## config.mk

```make
export PLATFORM = sky130hd
export DESIGN_NAME = set_assoc_cache_lru_lookup
export DESIGN_NICKNAME = d
export VERILOG_FILES = /design/src/design/sacl_pkg.sv /design/src/design/sacl_store.sv /design/src/design/sacl_way_unit.sv /design/src/design/set_assoc_cache_lru_lookup.sv
export SDC_FILE = /design/constraint.sdc
export NUM_CORES = 1
export LEC_CHECK = 0
export ABC_AREA = 1
export BUFFER_PORTS_ARGS = -buffer_cell sky130_fd_sc_hd__buf_2
export CORE_UTILIZATION = 50
export DETAILED_ROUTE_END_ITERATION = 10
export GPL_ROUTABILITY_DRIVEN = 0
export PLACE_DENSITY = 0.64
export SYNTH_ARGS = -nofsm -noshare
export SYNTH_HDL_FRONTEND = slang
export SYNTH_HIERARCHICAL = 1
export SYNTH_SLANG_ARGS = --single-unit
```

## constraint.sdc

```tcl
create_clock -name clk -period 6.9 [get_ports clk]
set_clock_uncertainty 0.2 [all_clocks]
set_input_delay 0.345 -clock clk [delete_from_list [all_inputs] [get_ports clk]]
set_output_delay 0.345 -clock clk [all_outputs]
set_load 0.01 [all_outputs]
```

## src/design/sacl_pkg.sv

```systemverilog
// shared types and constants for the set associative cache lookup
package sacl_pkg;

    // address width of the access port
    localparam int ADDR_BITS = 32;

    // default geometry
    localparam int DEF_NUM_SETS    = 8;
    localparam int DEF_NUM_WAYS    = 4;
    localparam int DEF_OFFSET_BITS = 5;

    // sequencer states
    typedef enum logic [2:0] {
        ST_CLEAR,
        ST_IDLE,
        ST_MOD,
        ST_SCAN,
        ST_DRAIN,
        ST_UPDATE,
        ST_DONE
    } seq_state_t;

endpackage

```

## src/design/sacl_store.sv

```systemverilog
// tag and metadata memories, one shared address, registered read data
module sacl_store
    import sacl_pkg::*;
#(
    parameter int ENTRIES = DEF_NUM_SETS * DEF_NUM_WAYS,
    parameter int TAG_W   = ADDR_BITS - DEF_OFFSET_BITS - $clog2(DEF_NUM_SETS),
    parameter int META_W  = 1 + $clog2(DEF_NUM_WAYS)
)
(
    input  logic                       clk,
    input  logic [$clog2(ENTRIES)-1:0] addr,
    input  logic                       tag_we,
    input  logic                       meta_we,
    input  logic [TAG_W-1:0]           wr_tag,
    input  logic [META_W-1:0]          wr_meta,
    output logic [TAG_W-1:0]           rd_tag,
    output logic [META_W-1:0]          rd_meta
);

    logic [TAG_W-1:0]  tag_mem [ENTRIES];
    logic [META_W-1:0] meta_mem [ENTRIES];
    logic [TAG_W-1:0]  rd_tag_reg;
    logic [META_W-1:0] rd_meta_reg;

    // tag memory, no reset
    always_ff @(posedge clk)
    begin
        if (tag_we)
        begin
            tag_mem[addr] <= wr_tag;
        end
        rd_tag_reg <= tag_mem[addr];
    end

    // valid bit and lru rank per entry, initialized by the clearing pass
    always_ff @(posedge clk)
    begin
        if (meta_we)
        begin
            meta_mem[addr] <= wr_meta;
        end
        rd_meta_reg <= meta_mem[addr];
    end

    assign rd_tag  = rd_tag_reg;
    assign rd_meta = rd_meta_reg;

endmodule

```

## src/design/sacl_way_unit.sv

```systemverilog
// shared way evaluator: tag match and victim rank compare for one way
module sacl_way_unit
    import sacl_pkg::*;
#(
    parameter int TAG_W = ADDR_BITS - DEF_OFFSET_BITS - $clog2(DEF_NUM_SETS),
    parameter int WAY_W = $clog2(DEF_NUM_WAYS)
)
(
    input  logic [TAG_W-1:0] tag_ref,
    input  logic [TAG_W-1:0] tag_rd,
    input  logic             rd_valid,
    input  logic [WAY_W-1:0] rd_rank,
    input  logic [WAY_W-1:0] rd_way,
    input  logic             hit_in,
    input  logic [WAY_W-1:0] hit_way_in,
    input  logic [WAY_W-1:0] vic_way_in,
    input  logic [WAY_W-1:0] vic_rank_in,
    output logic             hit_out,
    output logic [WAY_W-1:0] hit_way_out,
    output logic [WAY_W-1:0] vic_way_out,
    output logic [WAY_W-1:0] vic_rank_out
);

    logic match;
    logic take;

    // first valid match wins, lower ways are seen first
    assign match       = rd_valid && (tag_rd == tag_ref);
    assign hit_out     = hit_in || match;
    assign hit_way_out = (!hit_in && match) ? rd_way : hit_way_in;

    // highest rank wins, ties stay with the lower way
    assign take         = (rd_way == '0) || (rd_rank > vic_rank_in);
    assign vic_way_out  = take ? rd_way : vic_way_in;
    assign vic_rank_out = take ? rd_rank : vic_rank_in;

endmodule

```

## src/design/set_assoc_cache_lru_lookup.sv

```systemverilog
// set associative cache lookup with true lru, one way examined per cycle
// sequence: scan of the set, drain, rank update, done; when NUM_SETS is not a power of
//   two, a bit serial remainder over the ADDR_BITS-OFFSET_BITS address bits comes first
// a new item is not taken until the result has left the done state; the single memory
//   port serves NUM_WAYS reads to scan the set and NUM_WAYS writes to update ranks
// reset: a clearing pass over all NUM_SETS*NUM_WAYS entries rewrites valid
//   bits and ranks; no item is taken until it ends
module set_assoc_cache_lru_lookup
    import sacl_pkg::*;
#(
    parameter int NUM_SETS    = DEF_NUM_SETS,
    parameter int NUM_WAYS    = DEF_NUM_WAYS,
    parameter int OFFSET_BITS = DEF_OFFSET_BITS
)
(
    input  logic                        clk,
    input  logic                        rst_n,
    input  logic                        in_valid,
    output logic                        in_stall,
    input  logic [ADDR_BITS-1:0]        address,
    output logic                        out_valid,
    input  logic                        out_stall,
    output logic                        hit,
    output logic [$clog2(NUM_WAYS)-1:0] way
);

    localparam int  SET_W     = $clog2(NUM_SETS);
    localparam int  WAY_W     = $clog2(NUM_WAYS);
    localparam int  ENTRIES   = NUM_SETS * NUM_WAYS;
    localparam int  ENT_W     = $clog2(ENTRIES);
    localparam int  TAG_W     = ADDR_BITS - OFFSET_BITS - SET_W;
    localparam int  QB        = ADDR_BITS - OFFSET_BITS;
    localparam int  QCNT_W    = $clog2(QB);
    localparam int  META_W    = 1 + WAY_W;
    localparam bit  SETS_POW2 = ((NUM_SETS & (NUM_SETS - 1)) == 0);

    seq_state_t          state_reg, state_next;
    logic [SET_W-1:0]    set_reg, set_next;
    logic [WAY_W-1:0]    way_cnt_reg, way_cnt_next;
    logic [TAG_W-1:0]    tag_reg, tag_next;
    logic [SET_W-1:0]    rem_reg, rem_next;
    logic [QB-1:0]       div_reg, div_next;
    logic [QCNT_W-1:0]   mod_cnt_reg, mod_cnt_next;
    logic                rdv_reg, rdv_next;
    logic [WAY_W-1:0]    rdw_reg, rdw_next;
    logic                hit_acc_reg, hit_acc_next;
    logic [WAY_W-1:0]    hit_way_reg, hit_way_next;
    logic [WAY_W-1:0]    vic_way_reg, vic_way_next;
    logic [WAY_W-1:0]    vic_rank_reg, vic_rank_next;
    logic [WAY_W-1:0]    rank_reg [NUM_WAYS];
    logic                valid_reg [NUM_WAYS];
    logic                out_valid_reg, out_valid_next;
    logic                hit_reg, hit_next;
    logic [WAY_W-1:0]    way_reg, way_next;

    logic [ENT_W-1:0]    ent_addr;
    logic                tag_we, meta_we;
    logic [META_W-1:0]   wr_meta;
    logic [TAG_W-1:0]    rd_tag;
    logic [META_W-1:0]   rd_meta;
    logic                u_hit;
    logic [WAY_W-1:0]    u_hit_way, u_vic_way, u_vic_rank;
    logic                in_acc;
    logic                out_free;
    logic                last_way;
    logic [SET_W:0]      trial;
    logic [WAY_W-1:0]    acc_way, old_rank, cur_rank, new_rank;

    // entry address of the current way in the current set
    assign ent_addr = ENT_W'(set_reg) * ENT_W'(NUM_WAYS) + ENT_W'(way_cnt_reg);

    sacl_store #(
        .ENTRIES (ENTRIES),
        .TAG_W   (TAG_W),
        .META_W  (META_W)
    ) u_store (
        .clk     (clk),
        .addr    (ent_addr),
        .tag_we  (tag_we),
        .meta_we (meta_we),
        .wr_tag  (tag_reg),
        .wr_meta (wr_meta),
        .rd_tag  (rd_tag),
        .rd_meta (rd_meta)
    );

    sacl_way_unit #(
        .TAG_W (TAG_W),
        .WAY_W (WAY_W)
    ) u_way_unit (
        .tag_ref      (tag_reg),
        .tag_rd       (rd_tag),
        .rd_valid     (rd_meta[META_W-1]),
        .rd_rank      (rd_meta[WAY_W-1:0]),
        .rd_way       (rdw_reg),
        .hit_in       (hit_acc_reg),
        .hit_way_in   (hit_way_reg),
        .vic_way_in   (vic_way_reg),
        .vic_rank_in  (vic_rank_reg),
        .hit_out      (u_hit),
        .hit_way_out  (u_hit_way),
        .vic_way_out  (u_vic_way),
        .vic_rank_out (u_vic_rank)
    );

    assign in_stall  = (state_reg != ST_IDLE);
    assign in_acc    = in_valid && (state_reg == ST_IDLE);
    assign out_free  = !out_valid_reg || !out_stall;
    assign last_way  = (way_cnt_reg == WAY_W'(NUM_WAYS - 1));
    assign out_valid = out_valid_reg;
    assign hit       = hit_reg;
    assign way       = way_reg;

    // one restoring remainder step for non power of two set counts
    assign trial = {rem_reg, div_reg[QB-1]};

    // lru update terms for the way being written back
    assign acc_way  = hit_acc_reg ? hit_way_reg : vic_way_reg;
    assign old_rank = hit_acc_reg ? rank_reg[hit_way_reg] : vic_rank_reg;
    assign cur_rank = rank_reg[way_cnt_reg];

    always_comb
    begin
        if (way_cnt_reg == acc_way)
        begin
            new_rank = '0;
        end
        else if (cur_rank < old_rank)
        begin
            new_rank = cur_rank + WAY_W'(1);
        end
        else
        begin
            new_rank = cur_rank;
        end
    end

    // sequencer next state and memory controls
    always_comb
    begin
        state_next     = state_reg;
        set_next       = set_reg;
        way_cnt_next   = way_cnt_reg;
        tag_next       = tag_reg;
        rem_next       = rem_reg;
        div_next       = div_reg;
        mod_cnt_next   = mod_cnt_reg;
        rdv_next       = 1'b0;
        rdw_next       = rdw_reg;
        hit_acc_next   = hit_acc_reg;
        hit_way_next   = hit_way_reg;
        vic_way_next   = vic_way_reg;
        vic_rank_next  = vic_rank_reg;
        out_valid_next = out_valid_reg && out_stall;
        hit_next       = hit_reg;
        way_next       = way_reg;
        tag_we         = 1'b0;
        meta_we        = 1'b0;
        wr_meta        = '0;

        if (rdv_reg)
        begin
            hit_acc_next  = u_hit;
            hit_way_next  = u_hit_way;
            vic_way_next  = u_vic_way;
            vic_rank_next = u_vic_rank;
        end

        unique case (state_reg)
            ST_CLEAR:
            begin
                meta_we = 1'b1;
                wr_meta = {1'b0, WAY_W'(NUM_WAYS - 1) - way_cnt_reg};
                if (last_way)
                begin
                    way_cnt_next = '0;
                    if (set_reg == SET_W'(NUM_SETS - 1))
                    begin
                        set_next   = '0;
                        state_next = ST_IDLE;
                    end
                    else
                    begin
                        set_next = set_reg + SET_W'(1);
                    end
                end
                else
                begin
                    way_cnt_next = way_cnt_reg + WAY_W'(1);
                end
            end
            ST_IDLE:
            begin
                if (in_acc)
                begin
                    tag_next     = address[ADDR_BITS-1 -: TAG_W];
                    way_cnt_next = '0;
                    hit_acc_next = 1'b0;
                    if (SETS_POW2)
                    begin
                        set_next   = address[OFFSET_BITS +: SET_W];
                        state_next = ST_SCAN;
                    end
                    else
                    begin
                        rem_next     = '0;
                        div_next     = address[ADDR_BITS-1:OFFSET_BITS];
                        mod_cnt_next = QCNT_W'(QB - 1);
                        state_next   = ST_MOD;
                    end
                end
            end
            ST_MOD:
            begin
                if (trial >= (SET_W + 1)'(NUM_SETS))
                begin
                    rem_next = SET_W'(trial - (SET_W + 1)'(NUM_SETS));
                end
                else
                begin
                    rem_next = trial[SET_W-1:0];
                end
                div_next = {div_reg[QB-2:0], 1'b0};
                if (mod_cnt_reg == '0)
                begin
                    set_next   = rem_next;
                    state_next = ST_SCAN;
                end
                else
                begin
                    mod_cnt_next = mod_cnt_reg - QCNT_W'(1);
                end
            end
            ST_SCAN:
            begin
                // read of this way issues now, its compare runs next cycle
                rdv_next = 1'b1;
                rdw_next = way_cnt_reg;
                if (last_way)
                begin
                    state_next = ST_DRAIN;
                end
                else
                begin
                    way_cnt_next = way_cnt_reg + WAY_W'(1);
                end
            end
            ST_DRAIN:
            begin
                way_cnt_next = '0;
                state_next   = ST_UPDATE;
            end
            ST_UPDATE:
            begin
                // write back rank and valid of each way, tag only on a fill
                meta_we = 1'b1;
                wr_meta = {valid_reg[way_cnt_reg] || (way_cnt_reg == acc_way), new_rank};
                tag_we  = !hit_acc_reg && (way_cnt_reg == acc_way);
                if (last_way)
                begin
                    state_next = ST_DONE;
                end
                else
                begin
                    way_cnt_next = way_cnt_reg + WAY_W'(1);
                end
            end
            ST_DONE:
            begin
                if (out_free)
                begin
                    out_valid_next = 1'b1;
                    hit_next       = hit_acc_reg;
                    way_next       = acc_way;
                    state_next     = ST_IDLE;
                end
            end
            default:
            begin
                state_next = ST_IDLE;
            end
        endcase
    end

    // control registers
    always_ff @(posedge clk or negedge rst_n)
    begin
        if (!rst_n)
        begin
            state_reg     <= ST_CLEAR;
            set_reg       <= '0;
            way_cnt_reg   <= '0;
            rdv_reg       <= 1'b0;
            out_valid_reg <= 1'b0;
        end
        else
        begin
            state_reg     <= state_next;
            set_reg       <= set_next;
            way_cnt_reg   <= way_cnt_next;
            rdv_reg       <= rdv_next;
            out_valid_reg <= out_valid_next;
        end
    end

    // datapath registers
    always_ff @(posedge clk)
    begin
        tag_reg      <= tag_next;
        rem_reg      <= rem_next;
        div_reg      <= div_next;
        mod_cnt_reg  <= mod_cnt_next;
        rdw_reg      <= rdw_next;
        hit_acc_reg  <= hit_acc_next;
        hit_way_reg  <= hit_way_next;
        vic_way_reg  <= vic_way_next;
        vic_rank_reg <= vic_rank_next;
        hit_reg      <= hit_next;
        way_reg      <= way_next;
    end

    // per way copy of rank and valid captured during the scan
    always_ff @(posedge clk)
    begin
        if (rdv_reg)
        begin
            rank_reg[rdw_reg]  <= rd_meta[WAY_W-1:0];
            valid_reg[rdw_reg] <= rd_meta[META_W-1];
        end
    end

`ifndef SYNTHESIS
    // a new result only comes out of the done state
    a_result_from_done: assert property (@(posedge clk) disable iff (!rst_n)
        $rose(out_valid) |-> $past(state_reg == ST_DONE))
        else $error("result appeared outside the done state");

    // an accepted item starts the remainder or the scan
    a_accept_starts: assert property (@(posedge clk) disable iff (!rst_n)
        in_valid && !in_stall |=> (state_reg == ST_SCAN || state_reg == ST_MOD))
        else $error("accepted item did not start a lookup");

    // the last way read is still pending when the scan drains
    a_drain_has_data: assert property (@(posedge clk) disable iff (!rst_n)
        (state_reg == ST_DRAIN) |-> rdv_reg)
        else $error("drain without pending read data");
`endif

endmodule
```

# Word-level counts from Yosys, hierarchy flattened
# Memory sizes are Yosys's and may differ from the RTL's. A register that Yosys moved wholly into a read port is not among the register bits.
# Index checks and enable logic that the tools add are counted.
# Widths: inputs -> output; s select.
# totals
inputBits,36
register_bits,54
n_memories,4
elab_cells,114
out_inout_bits,5
ram_bits,876
# mem_list
name,words,word_bits,rd,rd_ports_with_merged_regs,wr,line_no,source
u_store.tag_mem,32,24,1,1,1,sacl_store.sv:20,logic [TAG_W-1:0] tag_mem [ENTRIES];
u_store.meta_mem,32,3,1,1,1,sacl_store.sv:21,logic [META_W-1:0] meta_mem [ENTRIES];
rank_reg,4,2,2,1,1,set_assoc_cache_lru_lookup.sv:50,logic [WAY_W-1:0] rank_reg [NUM_WAYS];
valid_reg,4,1,1,0,1,set_assoc_cache_lru_lookup.sv:51,logic valid_reg [NUM_WAYS];
# classes
n_reduce_logical,27
addsub,7
mux,38
bitwise,1
n_eq_ne,19
magnitude_cmp,3
# op_table
op,count
$mux 3,12
$eq 24x24->1,1
$pmux 3 s7,1
$mux 2,8
$ne 2x2->1 const B,8
$mux 1,14
$eq 3x3->1 const B,4
$reduce_and 2->1,5
$pmux 3 s3,1
$pmux 2 s4,1
$reduce_and 7->1,1
$eq 3x2->1 const B,2
$pmux 3 s2,1
$add 5x2->5,1
$logic_and 1x1->1,5
$logic_not 5->1,1
$sub 5x1->5 const B,1
$add 2x1->2 const B,2
$ge 4x4->1 const B,1
$logic_or 1x1->1,4
$reduce_and 4->1,1
$reduce_bool 4->1,1
$reduce_or 2->1,2
$add 3x1->3 const B,1
14 further kinds,16

# Longest topological paths before layout
# logic_depth
word_depth,6
ltp_mapped,13
mapped_depth_nobuf,13

# Modules after synthesis
# Netlist, hierarchy kept.
# modules_own_cells
mod,cells_each,area_per_inst_um2,seq_area_each_um2,instances
sacl_store,3504,36705.2,26485.4,1
set_assoc_cache_lru_lookup,244,2748.9,1871.8,1
sacl_way_unit,158,676.9,0.0,1

# Worst setup path before layout
# No wires, ideal clock.
# synth_timing
path_type,reg2reg
from,reg hit_acc_reg
to,"mem u_store/tag_mem[13][0] (netlist name), enable pin"
period_less_slack_ps,3703
n_path_buf,1
setup_time_ps,435
stages_incl_launch_ff,9
t_required_ps,6265
t_arrival_ps,3067
setup_slack_ps,3197
cell_sequence,dfxtp_1 > inv_2 > o21ai_1 > xor2_1 > nand2_1 > nor3_1 > inv_1 > clkbuf_1 > nor3_1
# synth_via
elab_chain_cells,6
word_cells_on_any_way,7
classes_between,1 x eq/ne; 4 x mux; 2 x reduce/logical
# synth_rtl
element,line_no,source
start: declaration,set_assoc_cache_lru_lookup.sv:46,"logic hit_acc_reg, hit_acc_next;"
start signal: assignment,set_assoc_cache_lru_lookup.sv:314,hit_acc_reg <= hit_acc_next;
$mux 2,set_assoc_cache_lru_lookup.sv:118,assign acc_way = hit_acc_reg ? hit_way_reg : vic_way_reg;
net acc_way[1],set_assoc_cache_lru_lookup.sv:67,"logic [WAY_W-1:0] acc_way, old_rank, cur_rank, new_rank;"
$eq 2x2->1,set_assoc_cache_lru_lookup.sv:258,tag_we = !hit_acc_reg && (way_cnt_reg == acc_way);
$logic_and 1x1->1,set_assoc_cache_lru_lookup.sv:258,
$mux 1,set_assoc_cache_lru_lookup.sv:169,unique case (state_reg)
net tag_we,set_assoc_cache_lru_lookup.sv:57,"logic tag_we, meta_we;"
$mux 1,sacl_store.sv:28,if (tag_we)
$mux 1 (not written as such),sacl_store.sv:30,tag_mem[addr] <= wr_tag;
end: declaration,sacl_store.sv:20,
# The timed path passes the listed nets, and every way through them passes these cells.

# Final worst setup path
# layout_timing
from,reg way_cnt_reg[1]
to,"mem u_store/tag_mem[17][17] (netlist name), enable pin"
# layout_via
elab_chain_cells,5
word_cells_on_any_way,6
classes_between,1 x add/sub; 1 x eq/ne; 3 x mux; 1 x reduce/logical
# layout_rtl
element,line_no,source
start: declaration,set_assoc_cache_lru_lookup.sv:39,"logic [WAY_W-1:0] way_cnt_reg, way_cnt_next;"
start signal: assignment,set_assoc_cache_lru_lookup.sv:300,way_cnt_reg <= way_cnt_next;
$eq 2x2->1,set_assoc_cache_lru_lookup.sv:258,
$logic_and 1x1->1,set_assoc_cache_lru_lookup.sv:258,
$mux 1,set_assoc_cache_lru_lookup.sv:169,
net tag_we,set_assoc_cache_lru_lookup.sv:57,
$mux 1,sacl_store.sv:28,
$mux 1 (not written as such),sacl_store.sv:30,
# The timed path passes the listed nets, and every way through them passes these cells.

==> results_dict.tcl <==
set metrics [dict create \
    post_drt_wl_per_cell_um 18.0 \
    power.switching_w 0.00623 \
    synth_cells 3906 \
    cts_tree "done" \
    syn_to_final_growth_pct 12.7 \
    grt_pass1_wl_um 141000 \
    drv_cap 0 \
    dp.cells 4902 \
    fillers 6644 \
    crit_buf_inv 4 \
    power.internal_w 0.0114 \
    drt-pass1-iter-count 5 \
    crit_chain "clkinv_1, xor2_1, nand2_1, nor3_1, inv_1, buf_4, nor3_2, buf_4" \
    antenna_left 0 \
    finalNetCount 4030 \
    core_sq_um 79300 \
    final_layout_size_suffix_gt1_frac 0.0833 \
    placed_cell_area_sq_um 41600 \
    htree_num_levels 3 \
    hold_violations 0 \
    crit_type "reg2reg" \
    reg_top3 "u_store/tag_mem (768), u_store/meta_mem (96)" \
    cts-root-buf "clkbuf_16" \
    yosys_register_bits 956 \
    worstMarginPinSlew_ns 1.20 \
    final_common_cell "nand2_1" \
    cp_max_fo 43 \
    layout_common_cells "nand2_1 (2417), edfxtp_1 (916), clkbuf_16 (105), nor2_1 (88), inv_1 (84)" \
    io_pins 41 \
    drc_errors 0 \
    antenna_cells 0 \
    leakage_nw 18.9 \
    track_usage 0.227 \
    fin_crit_ns 4.14 \
    fin_ws_ns 2.76 \
    portBuffers 35 \
    ys_seq_area_frac 0.707 \
    dpl.hpwl_um 49000 \
    rows 103 \
    synth_cell_type_count 35 \
    comb_power_share 0.292 \
    grt_max_degree 182 \
    required_ns 7.02 \
    timing.fmax_mhz 242 \
    drt-initial-drc-count 2197 \
    worst_hold_path_type "in2reg" \
    cts.sinks 956 \
    die_width_um 285 \
    max_stage_delay_ns 1.02 \
    power_per_cell_area_nw_per_um2 390 \
    setup_tns_ns 0 \
    antenna_found_initial 0 \
    fin_area_sq_um 45200 \
    whs_ns 0.193 \
    clk_latency_ns 0.65 \
    routed-via-count 26100 \
    numCtsBuffers 101 \
    syn_area_per_cell_sq_um 10.3 \
    dp_slack_ns 2.76 \
    ys_warn_count 6 \
    regMostFlops "u_store/tag_mem" \
    clk_pin_slew_ns 0.06 \
    cp-start-kind "register" \
    worstPathArrival_ns 4.25 \
    ir_drop_mv 0.273 \
    end_kind "register" \
    grt_overflow 0 \
    seqPwrFrac 0.408 \
    die_h_um 285 \
    fin_cells 5122 \
    synth_area_sq_um 40100 \
    slew-limit-headroom 0.196 \
    swShare 0.353 \
    start_util 0.506 \
    avgViaCountPerCell 5.10 \
    cp_slowest_cell "nor3_2" \
    cp_common_cell "buf_4" \
    grt_setup_unrepaired "no" \
    status "finished clean" \
    synth_fp_nets 3950 \
    routed_wl_um 92000 \
    p_clk_frac 0.300 \
    ff_latch_area_sq_um 28400 \
    clock_path_buffers 3 \
    slew_violations 0 \
    die_area_sq_um 81400 \
    min_period_over_period 0.599 \
    critical_path.top_delay_family "simple AND/OR/NAND/NOR gates" \
    grt_pass1_vias 24300 \
    largest_reg_flops 768 \
    setup_viol 0 \
    multi_input_area_sq_um 10700 \
]
## logic make-up after synthesis
logic type | Yosys count | share of synthesized area
muxes | 2 | 0.000561
DFF | 956 | 0.707
xor gates and xnor gates | 12 | 0.00262
buffers and inverters | 275 | 0.0309
AOI/OAI and AO/OA | 43 | 0.00589
and+or+nand+nor | 2610 | 0.251
adders and majority gates | 8 | 0.00249
## layer usage
layer	vias to the layer above	track usage	share of wire
met5	-	0	0
met4	0	0.0604	0.022
met3	155	0.0310	0.058
met2	685	0.377	0.48
met1	12400	0.317	0.44
li1	12800	-	-
## metrics by stage
stage	power, W	utilization
final	0.0176	0.571
after global routing	0.0187	0.571
after CTS	0.0177	0.571
after detailed placement	0.0125	0.525
after global placement	0.0124	0.525
after floorplan	0.0109	-
## final timing paths
path	from	end	slack [ns]	cells past startpoint
hold / removal	address[12]	tag_reg[4]	0.19	2
setup reg to reg	way_cnt_reg[1]	u_store/tag_mem[17][17]	2.76	8
hold reg to reg	out_valid	out_valid	0.33	2
min in group asynchronous	rst_n	set_reg[2]	0.55	3
setup / recovery	way_cnt_reg[1]	u_store/tag_mem[17][17]	2.76	8
max in group asynchronous	rst_n	way_cnt_reg[1]	5.57	3
## power by group through the flow
stage | registers [W] | clock network, W | logic, W
after floorplan | 0.00728 | 0 | 0.00364
after global placement | 0.00732 | 0 | 0.00507
after detailed placement | 0.00733 | 0 | 0.00513
after CTS | 0.00720 | 0.00537 | 0.00517
after global routing | 0.00724 | 0.00560 | 0.00584
final | 0.00720 | 0.00528 | 0.00515
## what timing repair did
item                       CTS  global route
gates resized for setup      0             0
hold endpoints to repair    43             0
buffers inserted             0             0
setup endpoints to repair    0             0
hold buffers                31             0
## Yosys cell counts, drive strengths merged
library cell / count / area (sq um)
nand2: 2417 / 9070
edfxtp: 916 / 27500
buf: 121 / 656
inv: 100 / 383
nor2: 92 / 363
nor3: 81 / 531
clkbuf: 53 / 199
dfxtp: 30 / 601
o21ai: 25 / 125
nand3: 18 / 90.1
a21oi: 10 / 50.1
dfrtp: 10 / 250
ha: 8 / 100
xnor2: 6 / 52.6
xor2: 6 / 52.6
o31ai: 3 / 22.5
mux2: 2 / 22.5
a32o: 1 / 10.0
and2: 1 / 6.26
clkinv: 1 / 3.75
nand4: 1 / 6.26
o211ai: 1 / 7.51
o21a: 1 / 7.51
o21bai: 1 / 7.51
o22ai: 1 / 6.26
## final cells by class
cell class              instances  share of cell area
flip-flops and latches        956               0.627
clock inverters                57              0.0102
clock buffers                 132              0.0623
multi-input cells            2675               0.237
inverters                     101             0.00888
repair buffers                151              0.0254
well taps                    1050              0.0290
## worst register-to-register path, stage by stage, from the launching register on
cell and delay (ns):
dfrtp_4 0.80, clkinv_1 0.44, xor2_1 0.25, nand2_1 0.14, nor3_1 0.15, inv_1 0.06, buf_4 0.29, nor3_2 1.05
buf_4 0.43
(Power assumes the default switching activity.)
